===== src/amat_pkg.sv =====
// Shared types, register codes and threshold lookup functions for the
// multichannel ADC averaging block. No dependencies.
package amat_pkg;

    localparam int CH_W   = 3;
    localparam int THR_W  = 16;
    localparam int SUM_W  = 16;
    localparam int CFG_W  = 64;
    localparam int HI_W   = 48;
    localparam int MASK_W = 7;

    typedef enum logic [CH_W-1:0] {
        CFG_UPPER_LO = 3'd0,
        CFG_UPPER_HI = 3'd1,
        CFG_LOWER_LO = 3'd2,
        CFG_LOWER_HI = 3'd3,
        CFG_SAFETY   = 3'd4
    } cfg_index_t;

    localparam logic [CFG_W-1:0]  UPPER_LO_RST = 64'h09C4_09C4_09C4_09C4;
    localparam logic [HI_W-1:0]   UPPER_HI_RST = 48'h09C4_09C4_09C4;
    localparam logic [CFG_W-1:0]  LOWER_LO_RST = 64'h0000_03E8_03E8_0064;
    localparam logic [HI_W-1:0]   LOWER_HI_RST = 48'h03E8_03E8_0000;
    localparam logic [MASK_W-1:0] SAFETY_RST   = 7'h66;

    localparam logic [THR_W-1:0] UPPER_NONE = 16'hFFFF;
    localparam logic [THR_W-1:0] LOWER_NONE = 16'h0000;

    typedef struct packed {
        logic [CFG_W-1:0]  upper_lo;
        logic [HI_W-1:0]   upper_hi;
        logic [CFG_W-1:0]  lower_lo;
        logic [HI_W-1:0]   lower_hi;
        logic [MASK_W-1:0] mask;
    } thr_t;

    typedef struct packed {
        logic in_range;
        logic raw_above;
        logic raw_below;
    } class_t;

    function automatic logic [THR_W-1:0] pick16(
        input logic [CFG_W-1:0] lo,
        input logic [HI_W-1:0]  hi,
        input logic [CH_W-1:0]  ch,
        input logic [THR_W-1:0] none
    );
        logic [THR_W-1:0] r;
        unique case (ch)
            3'd0:    r = lo[15:0];
            3'd1:    r = lo[31:16];
            3'd2:    r = lo[47:32];
            3'd3:    r = lo[63:48];
            3'd4:    r = hi[15:0];
            3'd5:    r = hi[31:16];
            3'd6:    r = hi[47:32];
            default: r = none;
        endcase
        return r;
    endfunction

    function automatic logic [THR_W-1:0] upper_of(input thr_t t, input logic [CH_W-1:0] ch);
        return pick16(t.upper_lo, t.upper_hi, ch, UPPER_NONE);
    endfunction

    function automatic logic [THR_W-1:0] lower_of(input thr_t t, input logic [CH_W-1:0] ch);
        return pick16(t.lower_lo, t.lower_hi, ch, LOWER_NONE);
    endfunction

endpackage


===== src/amat_config.sv =====
// Threshold and safety mask registers written through the plain write port.
// Depends on amat_pkg.
module amat_config (
    input  logic                               clk,
    input  logic                               rst_n,
    input  logic                               cfg_write,
    input  logic [amat_pkg::CH_W-1:0]          cfg_index,
    input  logic [amat_pkg::CFG_W-1:0]         cfg_data,
    output amat_pkg::thr_t                     thr
);

    amat_pkg::thr_t thr_reg;

    always_ff @(posedge clk or negedge rst_n)
    begin
        if (!rst_n)
        begin
            thr_reg.upper_lo <= amat_pkg::UPPER_LO_RST;
            thr_reg.upper_hi <= amat_pkg::UPPER_HI_RST;
            thr_reg.lower_lo <= amat_pkg::LOWER_LO_RST;
            thr_reg.lower_hi <= amat_pkg::LOWER_HI_RST;
            thr_reg.mask     <= amat_pkg::SAFETY_RST;
        end
        else if (cfg_write)
        begin
            unique case (cfg_index)
                amat_pkg::CFG_UPPER_LO: thr_reg.upper_lo <= cfg_data;
                amat_pkg::CFG_UPPER_HI: thr_reg.upper_hi <= cfg_data[amat_pkg::HI_W-1:0];
                amat_pkg::CFG_LOWER_LO: thr_reg.lower_lo <= cfg_data;
                amat_pkg::CFG_LOWER_HI: thr_reg.lower_hi <= cfg_data[amat_pkg::HI_W-1:0];
                amat_pkg::CFG_SAFETY:   thr_reg.mask     <= cfg_data[amat_pkg::MASK_W-1:0];
                default:                thr_reg          <= thr_reg;
            endcase
        end
    end

    assign thr = thr_reg;

endmodule


===== src/amat_front.sv =====
// Input side: accepts samples, classifies the raw value against the channel
// thresholds and holds up to two classified samples. Depends on amat_pkg.
module amat_front #(
    parameter int CHANNELS    = 7,
    parameter int SAMPLE_BITS = 12
) (
    input  logic                          clk,
    input  logic                          rst_n,
    input  amat_pkg::thr_t                thr,
    input  logic                          sample_valid,
    output logic                          sample_stall,
    input  logic [amat_pkg::CH_W-1:0]     channel,
    input  logic [SAMPLE_BITS-1:0]        sample,
    output logic                          head_valid,
    output logic [amat_pkg::CH_W-1:0]     head_channel,
    output logic [SAMPLE_BITS-1:0]        head_sample,
    output amat_pkg::class_t              head_class,
    input  logic                          pop
);

    logic [amat_pkg::CH_W-1:0] chan_q [2];
    logic [SAMPLE_BITS-1:0]    samp_q [2];
    amat_pkg::class_t          class_q [2];

    logic       wr_ptr_reg, wr_ptr_next;
    logic       rd_ptr_reg, rd_ptr_next;
    logic [1:0] count_reg, count_next;
    logic       push;
    amat_pkg::class_t in_class;
    logic [amat_pkg::THR_W-1:0] raw_ext;

    assign sample_stall = (count_reg == 2'd2);
    assign push         = sample_valid && !sample_stall;
    assign raw_ext      = amat_pkg::THR_W'(sample);

    always_comb
    begin
        in_class.in_range  = (int'(channel) < CHANNELS);
        in_class.raw_above = in_class.in_range && (raw_ext > amat_pkg::upper_of(thr, channel));
        in_class.raw_below = in_class.in_range && (raw_ext < amat_pkg::lower_of(thr, channel));
    end

    always_comb
    begin
        wr_ptr_next = push ? ~wr_ptr_reg : wr_ptr_reg;
        rd_ptr_next = pop ? ~rd_ptr_reg : rd_ptr_reg;
        count_next  = count_reg + 2'(push) - 2'(pop);
    end

    always_ff @(posedge clk or negedge rst_n)
    begin
        if (!rst_n)
        begin
            wr_ptr_reg <= 1'b0;
            rd_ptr_reg <= 1'b0;
            count_reg  <= 2'd0;
        end
        else
        begin
            wr_ptr_reg <= wr_ptr_next;
            rd_ptr_reg <= rd_ptr_next;
            count_reg  <= count_next;
        end
    end

    always_ff @(posedge clk)
    begin
        if (push)
        begin
            chan_q[wr_ptr_reg]  <= channel;
            samp_q[wr_ptr_reg]  <= sample;
            class_q[wr_ptr_reg] <= in_class;
        end
    end

    assign head_valid   = (count_reg != 2'd0);
    assign head_channel = chan_q[rd_ptr_reg];
    assign head_sample  = samp_q[rd_ptr_reg];
    assign head_class   = class_q[rd_ptr_reg];

`ifndef ASSERT_OFF
    a_push_fills: assert property (@(posedge clk) disable iff (!rst_n)
        push && !pop |=> count_reg != 2'd0)
        else $error("queue empty after a transfer in");
    a_count_bound: assert property (@(posedge clk) disable iff (!rst_n)
        count_reg != 2'd3)
        else $error("queue count beyond its depth");
`endif

endmodule


===== src/amat_back.sv =====
// Per-channel running-average state, update datapath and result register.
// Depends on amat_pkg.
module amat_back #(
    parameter int CHANNELS    = 7,
    parameter int AVG_COUNT   = 10,
    parameter int SAMPLE_BITS = 12
) (
    input  logic                          clk,
    input  logic                          rst_n,
    input  amat_pkg::thr_t                thr,
    input  logic                          head_valid,
    input  logic [amat_pkg::CH_W-1:0]     head_channel,
    input  logic [SAMPLE_BITS-1:0]        head_sample,
    input  amat_pkg::class_t              head_class,
    output logic                          pop,
    output logic                          result_valid,
    input  logic                          result_stall,
    output logic [amat_pkg::CH_W-1:0]     out_channel,
    output logic [SAMPLE_BITS-1:0]        raw_value,
    output logic [SAMPLE_BITS-1:0]        filtered_value,
    output logic                          filter_ready,
    output logic                          raw_above_upper,
    output logic                          raw_below_lower,
    output logic                          filtered_above_upper,
    output logic                          filtered_below_lower,
    output logic                          safety_active
);

    localparam int SUM_W    = amat_pkg::SUM_W;
    localparam int CH_IDX_W = (CHANNELS > 4) ? 3 : ((CHANNELS > 2) ? 2 : 1);
    localparam int WU_W     = $clog2(AVG_COUNT + 1);
    localparam int SAFE_CH  = (CHANNELS < 7) ? CHANNELS : 7;
    localparam int DIV_SHIFT = SUM_W + $clog2(AVG_COUNT);
    localparam logic [SUM_W:0] DIV_MUL =
        (SUM_W + 1)'(((1 << DIV_SHIFT) + AVG_COUNT - 1) / AVG_COUNT);
    localparam logic [WU_W-1:0] AVG_LIMIT = WU_W'(AVG_COUNT);

    logic [SUM_W-1:0]       sum_reg  [CHANNELS];
    logic [SAMPLE_BITS-1:0] avg_reg  [CHANNELS];
    logic [SAMPLE_BITS-1:0] last_raw_reg [CHANNELS];
    logic [WU_W-1:0]        warm_reg [CHANNELS];

    logic [CH_IDX_W-1:0]    idx;
    logic [SUM_W-1:0]       sum_cur, sum_new;
    logic [SAMPLE_BITS-1:0] avg_cur, avg_new, avg_div;
    logic [WU_W-1:0]        warm_cur, warm_new;
    logic                   warming, ready_new;
    logic [2*SUM_W:0]       prod;
    logic [2*SUM_W:0]       quot;
    logic                   safety_new;
    logic [SAMPLE_BITS-1:0] raw_c;

    logic                          valid_reg;
    logic [amat_pkg::CH_W-1:0]     chan_reg;
    logic [SAMPLE_BITS-1:0]        raw_reg;
    logic [SAMPLE_BITS-1:0]        filt_reg;
    logic                          ready_reg;
    logic                          in_range_reg;
    logic                          rau_reg;
    logic                          rbl_reg;
    logic                          safety_reg;

    assign pop = head_valid && (!valid_reg || !result_stall);
    assign idx = head_channel[CH_IDX_W-1:0];

    always_comb
    begin
        sum_cur  = sum_reg[idx];
        avg_cur  = avg_reg[idx];
        warm_cur = warm_reg[idx];
        warming  = (warm_cur < AVG_LIMIT);
        if (warming)
        begin
            sum_new  = sum_cur + SUM_W'(head_sample);
            warm_new = warm_cur + WU_W'(1);
        end
        else
        begin
            sum_new  = sum_cur - SUM_W'(avg_cur) + SUM_W'(head_sample);
            warm_new = warm_cur;
        end
        prod      = (2*SUM_W+1)'(sum_new) * (2*SUM_W+1)'(DIV_MUL);
        quot      = prod >> DIV_SHIFT;
        avg_div   = quot[SAMPLE_BITS-1:0];
        ready_new = (warm_new >= AVG_LIMIT);
        avg_new   = ready_new ? avg_div : avg_cur;
    end

    always_comb
    begin
        safety_new = 1'b0;
        raw_c      = '0;
        for (int c = 0; c < SAFE_CH; c++)
        begin
            if (head_class.in_range && head_channel == amat_pkg::CH_W'(c))
                raw_c = head_sample;
            else
                raw_c = last_raw_reg[c];
            if (thr.mask[c] && (amat_pkg::THR_W'(raw_c) <
                                amat_pkg::lower_of(thr, amat_pkg::CH_W'(c))))
                safety_new = 1'b1;
        end
    end

    always_ff @(posedge clk or negedge rst_n)
    begin
        if (!rst_n)
        begin
            for (int c = 0; c < CHANNELS; c++)
            begin
                sum_reg[c]      <= '0;
                avg_reg[c]      <= '0;
                last_raw_reg[c] <= '0;
                warm_reg[c]     <= '0;
            end
        end
        else if (pop && head_class.in_range)
        begin
            sum_reg[idx]      <= sum_new;
            avg_reg[idx]      <= avg_new;
            last_raw_reg[idx] <= head_sample;
            warm_reg[idx]     <= warm_new;
        end
    end

    always_ff @(posedge clk or negedge rst_n)
    begin
        if (!rst_n)
            valid_reg <= 1'b0;
        else if (pop)
            valid_reg <= 1'b1;
        else if (!result_stall)
            valid_reg <= 1'b0;
    end

    always_ff @(posedge clk)
    begin
        if (pop)
        begin
            chan_reg     <= head_channel;
            raw_reg      <= head_sample;
            filt_reg     <= head_class.in_range ? avg_new : '0;
            ready_reg    <= head_class.in_range && ready_new;
            in_range_reg <= head_class.in_range;
            rau_reg      <= head_class.raw_above;
            rbl_reg      <= head_class.raw_below;
            safety_reg   <= safety_new;
        end
    end

    assign result_valid         = valid_reg;
    assign out_channel          = chan_reg;
    assign raw_value            = raw_reg;
    assign filtered_value       = filt_reg;
    assign filter_ready         = ready_reg;
    assign raw_above_upper      = rau_reg;
    assign raw_below_lower      = rbl_reg;
    assign filtered_above_upper = in_range_reg &&
        (amat_pkg::THR_W'(filt_reg) > amat_pkg::upper_of(thr, chan_reg));
    assign filtered_below_lower = in_range_reg &&
        (amat_pkg::THR_W'(filt_reg) < amat_pkg::lower_of(thr, chan_reg));
    assign safety_active        = safety_reg;

`ifndef ASSERT_OFF
    a_zero_before_ready: assert property (@(posedge clk) disable iff (!rst_n)
        valid_reg && !ready_reg |-> filt_reg == '0)
        else $error("filtered value nonzero before warm-up ends");
    a_last_raw_kept: assert property (@(posedge clk) disable iff (!rst_n)
        pop && head_class.in_range |=> last_raw_reg[$past(idx)] == $past(head_sample))
        else $error("last raw value not recorded");
`endif

endmodule


===== src/multichannel_adc_average_threshold.sv =====
// Top level of the multichannel ADC averaging and threshold block.
// Depends on amat_pkg, amat_config, amat_front and amat_back.
//
//   Channel  | Handshake                   | Payload
//   samples  | sample_valid / sample_stall | channel, sample
//   results  | result_valid / result_stall | out_channel .. safety_active
//   config   | cfg_write                   | cfg_index, cfg_data
//
// One sample is taken every cycle when nothing stalls; it is written into the queue and
// then into the result register, from which it leaves when result_stall is low.
// The rate is set by the combinational per-channel update (add, subtract, reciprocal multiply).
// A two-entry queue sits between classification and update, so up to two samples are
// taken while a result is stalled. Reset clears the per-channel state and empties the queue.
module multichannel_adc_average_threshold #(
    parameter int CHANNELS    = 7,
    parameter int AVG_COUNT   = 10,
    parameter int SAMPLE_BITS = 12
) (
    input  logic                          clk,
    input  logic                          rst_n,
    input  logic                          cfg_write,
    input  logic [amat_pkg::CH_W-1:0]     cfg_index,
    input  logic [amat_pkg::CFG_W-1:0]    cfg_data,
    input  logic                          sample_valid,
    output logic                          sample_stall,
    input  logic [amat_pkg::CH_W-1:0]     channel,
    input  logic [SAMPLE_BITS-1:0]        sample,
    output logic                          result_valid,
    input  logic                          result_stall,
    output logic [amat_pkg::CH_W-1:0]     out_channel,
    output logic [SAMPLE_BITS-1:0]        raw_value,
    output logic [SAMPLE_BITS-1:0]        filtered_value,
    output logic                          filter_ready,
    output logic                          raw_above_upper,
    output logic                          raw_below_lower,
    output logic                          filtered_above_upper,
    output logic                          filtered_below_lower,
    output logic                          safety_active
);

    amat_pkg::thr_t            thr;
    logic                      head_valid;
    logic [amat_pkg::CH_W-1:0] head_channel;
    logic [SAMPLE_BITS-1:0]    head_sample;
    amat_pkg::class_t          head_class;
    logic                      pop;

    amat_config u_config (
        .clk       (clk),
        .rst_n     (rst_n),
        .cfg_write (cfg_write),
        .cfg_index (cfg_index),
        .cfg_data  (cfg_data),
        .thr       (thr)
    );

    amat_front #(
        .CHANNELS    (CHANNELS),
        .SAMPLE_BITS (SAMPLE_BITS)
    ) u_front (
        .clk          (clk),
        .rst_n        (rst_n),
        .thr          (thr),
        .sample_valid (sample_valid),
        .sample_stall (sample_stall),
        .channel      (channel),
        .sample       (sample),
        .head_valid   (head_valid),
        .head_channel (head_channel),
        .head_sample  (head_sample),
        .head_class   (head_class),
        .pop          (pop)
    );

    amat_back #(
        .CHANNELS    (CHANNELS),
        .AVG_COUNT   (AVG_COUNT),
        .SAMPLE_BITS (SAMPLE_BITS)
    ) u_back (
        .clk                  (clk),
        .rst_n                (rst_n),
        .thr                  (thr),
        .head_valid           (head_valid),
        .head_channel         (head_channel),
        .head_sample          (head_sample),
        .head_class           (head_class),
        .pop                  (pop),
        .result_valid         (result_valid),
        .result_stall         (result_stall),
        .out_channel          (out_channel),
        .raw_value            (raw_value),
        .filtered_value       (filtered_value),
        .filter_ready         (filter_ready),
        .raw_above_upper      (raw_above_upper),
        .raw_below_lower      (raw_below_lower),
        .filtered_above_upper (filtered_above_upper),
        .filtered_below_lower (filtered_below_lower),
        .safety_active        (safety_active)
    );

endmodule


===== config.mk =====
export PLATFORM = sky130hd
export DESIGN_NAME = multichannel_adc_average_threshold
export DESIGN_NICKNAME = d
export VERILOG_FILES = /design/src/amat_pkg.sv /design/src/amat_config.sv /design/src/amat_front.sv /design/src/amat_back.sv /design/src/multichannel_adc_average_threshold.sv
export SDC_FILE = /design/constraint.sdc
export NUM_CORES = 2
export LEC_CHECK = 0
export BUFFER_PORTS_ARGS = -buffer_cell sky130_fd_sc_hd__buf_2
export CAP_MARGIN = 20
export CORE_AREA = 3 3 289 234
export CTS_CLUSTER_SIZE = 12
export DETAILED_ROUTE_END_ITERATION = 16
export DIE_AREA = 0 0 292 237
export PLACE_DENSITY_LB_ADDON = 0.25
export SYNTH_ARGS = -nofsm -noshare
export SYNTH_HDL_FRONTEND = slang
export SYNTH_HIERARCHICAL = 1
export SYNTH_SLANG_ARGS = --single-unit

===== constraint.sdc =====
create_clock -name clk -period 16.38 [get_ports clk]
set_input_delay 1.638 -clock clk [delete_from_list [all_inputs] [get_ports clk]]
set_output_delay 1.638 -clock clk [all_outputs]
set_load 0.01 [all_outputs]

==> metrics.md <==
| Metric | Value |
|---|---|
| Data arrival time of the worst path | around 13 ns |
| Cell mode on critical path | sky130_fd_sc_hd__inv_1 |
| Count of input and output buffers | 121 |
| Clk_skew | 0.0365 ns |
| Worst hold-check path type | register to register |
| Synth warnings | 6 |
| Number of distinct standard cells referenced by the synthesized netlist | slightly above 90 |
| Fraction of registers with async set or reset after synthesis | 88.9% |
| Post-Syn Area per Cell | 10.6 um2 |
| Yosys top cell area share | 30.8% |
| Leading cell types by total area after synthesis | sky130_fd_sc_hd__dfrtp_1, sky130_fd_sc_hd__ha_1, sky130_fd_sc_hd__mux2_4 |
| Flip-flop count of the largest register, all copies and words added | roughly 230 |
| Max stage delay on crit path | 0.94 ns |
| Area delta synth->final | 8.20% |
| Htree depth | 2 |
| Clock latency at the later pin of the worst-skew pair | around 0.65 ns |
| Number of max-slew violations in the final report | 0 |
| Synthesized net count | 4,132 |
| Most common flop cell mapped by yosys | sky130_fd_sc_hd__dfrtp_1 |
| Kind of cell with the highest combined delay on the critical path | adder cells |
| Cts bufs inserted | 61 |
| Detailed-route vias per instance | approximately 6.3 |
| Met3 wire length | between 15,000 and 20,000 um |
| Overall via count from detail_route | 29.2k |
| CTS sink count | just over 600 |
| Number of hold buffers added after cts | 0 |
| DRT met1 WL | a little over 50,000 um |
| Number of flops mapped to enable cells by yosys | 68 |
| Clk Tree Root Cell | sky130_fd_sc_hd__clkbuf_16 |
| Number of antenna violations at the first check in global routing | 4 |
| Part of the Yosys area used for sequential elements | between 40% and 50% |
| Number of instances in the synthesized netlist | between 3k and 4k |
| Post-CTS setup buffer count | 0 |
| Die H | approximately 240 um |
| Slowest-stage cell, CP | sky130_fd_sc_hd__a21oi_1 |
| Crit share post-route | 75.1% |
| Iteration-0 DRC count of the detailed router | around 3.7k |
| Maximum number of pins on one net before global-route repair | 110 |
| Clock transition at the register clock pins on the worst setup and hold paths after CTS | 0.06 ns |
| Count of nets left with antenna violations after detail routing | 0 |
| Maximum fanout along the worst path | 44 |
| Run status | completed |
| Routed met2 length | 47,100 um |
| TritonCTS clock tree | built |
| Most common library cell in the layout ignoring fill and taps | sky130_fd_sc_hd__dfrtp_1 |
| Global-route wire length before repair | between 150,000 and 200,000 um |
| Number of buffers on the longest clock path | 3 |
| Horiz. Die Dim | a little under 300 um |
| Crit path required time | around 17 ns |
| Residual overflow from global routing | 0 |
| Routed length per instance | 25.4 um |
| Final total negative setup slack | 0 ns |
| Number of cell rows | 84 |
| Count of final hold-check violations | 0 |
| Via count of the first global-routing pass | 27.6k |
| DRC violation count after routing | 0 |
| Placer's final routability congestion estimate | 0.981 |
| CP Buf/Inv Count | 7 |
| Proportion of layout cells with a drive suffix above 1 | 20.1% |
| Total Nets Final | ~4.2k |
| Setup repair after global routing missed its margin | no |
| Detailed Routing Iterations Pass 1 | 9 |
| Final non-filler cell total | 4,625 |
| Category of the critical setup timing path | register to register |
| Largest area contributor in the synthesized netlist | sky130_fd_sc_hd__dfrtp_1 |
| Count of state elements after synthesis | approximately 610 |
| DR top layer | met5 |
| Mapped cell area | 38,800 um2 |
| Highest-count cells in the layout ignoring fill and taps | sky130_fd_sc_hd__dfrtp_1, sky130_fd_sc_hd__nand2_1, sky130_fd_sc_hd__inv_1 |
| Placed cell count | 4,510 |
| Number of max-capacitance violations reported | 0 |
| Initial core utilization | 59.5% |
| Smallest hold slack | ~0.47 ns |
| I/O pin cnt | 122 |
| Tmin final | 12.31 ns |
| Number of gates resized after cts | 0 |
| Critical path capture point type | register |
| Final setup vio count | 0 |
| Total Routed Length | 118,000 um |
| Die area | 69,200 um2 |
| Placeable core area | around 65,000 um2 |
| Rel. slew slack | 19.6% |
| Overall track demand over capacity in global routing | 34.0% |
| Element type at the critical path start | register |
| Maximum operating frequency | 0.0813 GHz |
| Total half-perimeter wirelength after legalization and detailed placement | 85,000 um |
| Worst-Margin Slew | 1.21 ns |
[cell type report]
type                    instances  area, um2
diodes                          2       5.00
inverters                     337       1260
multi-input cells            2520      20900
clock buffers                 101       1790
flip-flops and latches        612      15700
well taps                     860       1080
fillers                      5220      23300
repair buffers                184       1130
clock inverters                 9        105
[metal layers]
metal	up-vias	global-route usage, %
li1	12912	-
met1	14530	52.1
met2	1533	46.0
met3	177	12.2
met4	2	6.82
met5	-	0
[synthesized netlist by cell type, drive strengths merged, types with 9 or more instances]
master / count
nor2: 186
a21o: 45
o22ai: 9
nor2b: 38
mux2: 347
buf: 77
o31ai: 18
and2: 11
a21oi: 181
and3: 12
dfrtp: 478
a21boi: 9
o21ai: 336
nand2b: 20
mux4: 45
nand2: 420
inv: 334
a211oi: 23
fa: 91
xnor2: 26
edfxtp: 68
nor4: 11
xor2: 12
ha: 285
nand3: 17
nor3: 28
o21a: 31
o211ai: 15
dfstp: 66
a221oi: 22
or3: 12
o22a: 11
nand4: 12
a22oi: 24
clkbuf: 123
mux2i: 110
a31oi: 15
[worst reg2reg max path: cells and delay by family (launching register included)]
| kind | cells | cell delay [ns] |
|---|---|---|
| buffers and inverters | 7 | 1.49 |
| and+or+nand+nor | 7 | 0.95 |
| muxes | 3 | 1.55 |
| xor gates and xnor gates | 2 | 0.30 |
| adders and majority gates | 9 | 3.84 |
| AOI/OAI and AO/OA | 8 | 3.51 |
| DFF | 1 | 0.39 |
[final timing paths]
path                                                start                                      end  slack, ns  depth (start not counted)
max in group asynchronous                           rst_n      u_back/last_raw_reg[52]$_DFFE_PN0P_      12.89                          3
hold reg to reg            u_back/sum_reg[76]$_DFFE_PN0P_           u_back/sum_reg[76]$_DFFE_PN0P_       0.47                          2
hold / removal             u_back/sum_reg[76]$_DFFE_PN0P_           u_back/sum_reg[76]$_DFFE_PN0P_       0.47                          2
min in group asynchronous                           rst_n            u_config/thr[193]$_DFFE_PN0P_       1.04                          1
setup reg to reg           u_front/rd_ptr_reg$_DFFE_PN0P_  u_back/filtered_value[10]$_SDFFCE_PN0P_       4.07                         36
setup / recovery           u_front/rd_ptr_reg$_DFFE_PN0P_  u_back/filtered_value[10]$_SDFFCE_PN0P_       4.07                         36
[kinds of logic (layout without fill, tap and decap cells)]
group / after synthesis / after routing / share of synthesized area (%)
AOI/OAI and AO/OA: 799 / 799 / 12.6
xor gates and xnor gates: 38 / 38 / 0.877
adders and majority gates: 376 / 376 / 13.9
buffers and inverters: 537 / 631 / 5.91
DFF: 612 / 612 / 40.6
muxes: 502 / 502 / 17.1
other: 0 / 2 / 0
and+or+nand+nor: 805 / 805 / 9.17
[through the flow]
step	cell area, um2	utilization, %	setup WS [ns]
6_report	42000	64.3	4.07
5_1_grt	42000	64.3	3.34
4_1_cts	41900	64.2	4.11
3_5_place_dp	40000	61.3	4.17
3_3_place_gp	40000	61.3	4.35
2_1_floorplan	38800	-	4.57
Power is not shown: default switching activity piles up to over one toggle a cycle in this logic, so the estimate is an artifact.
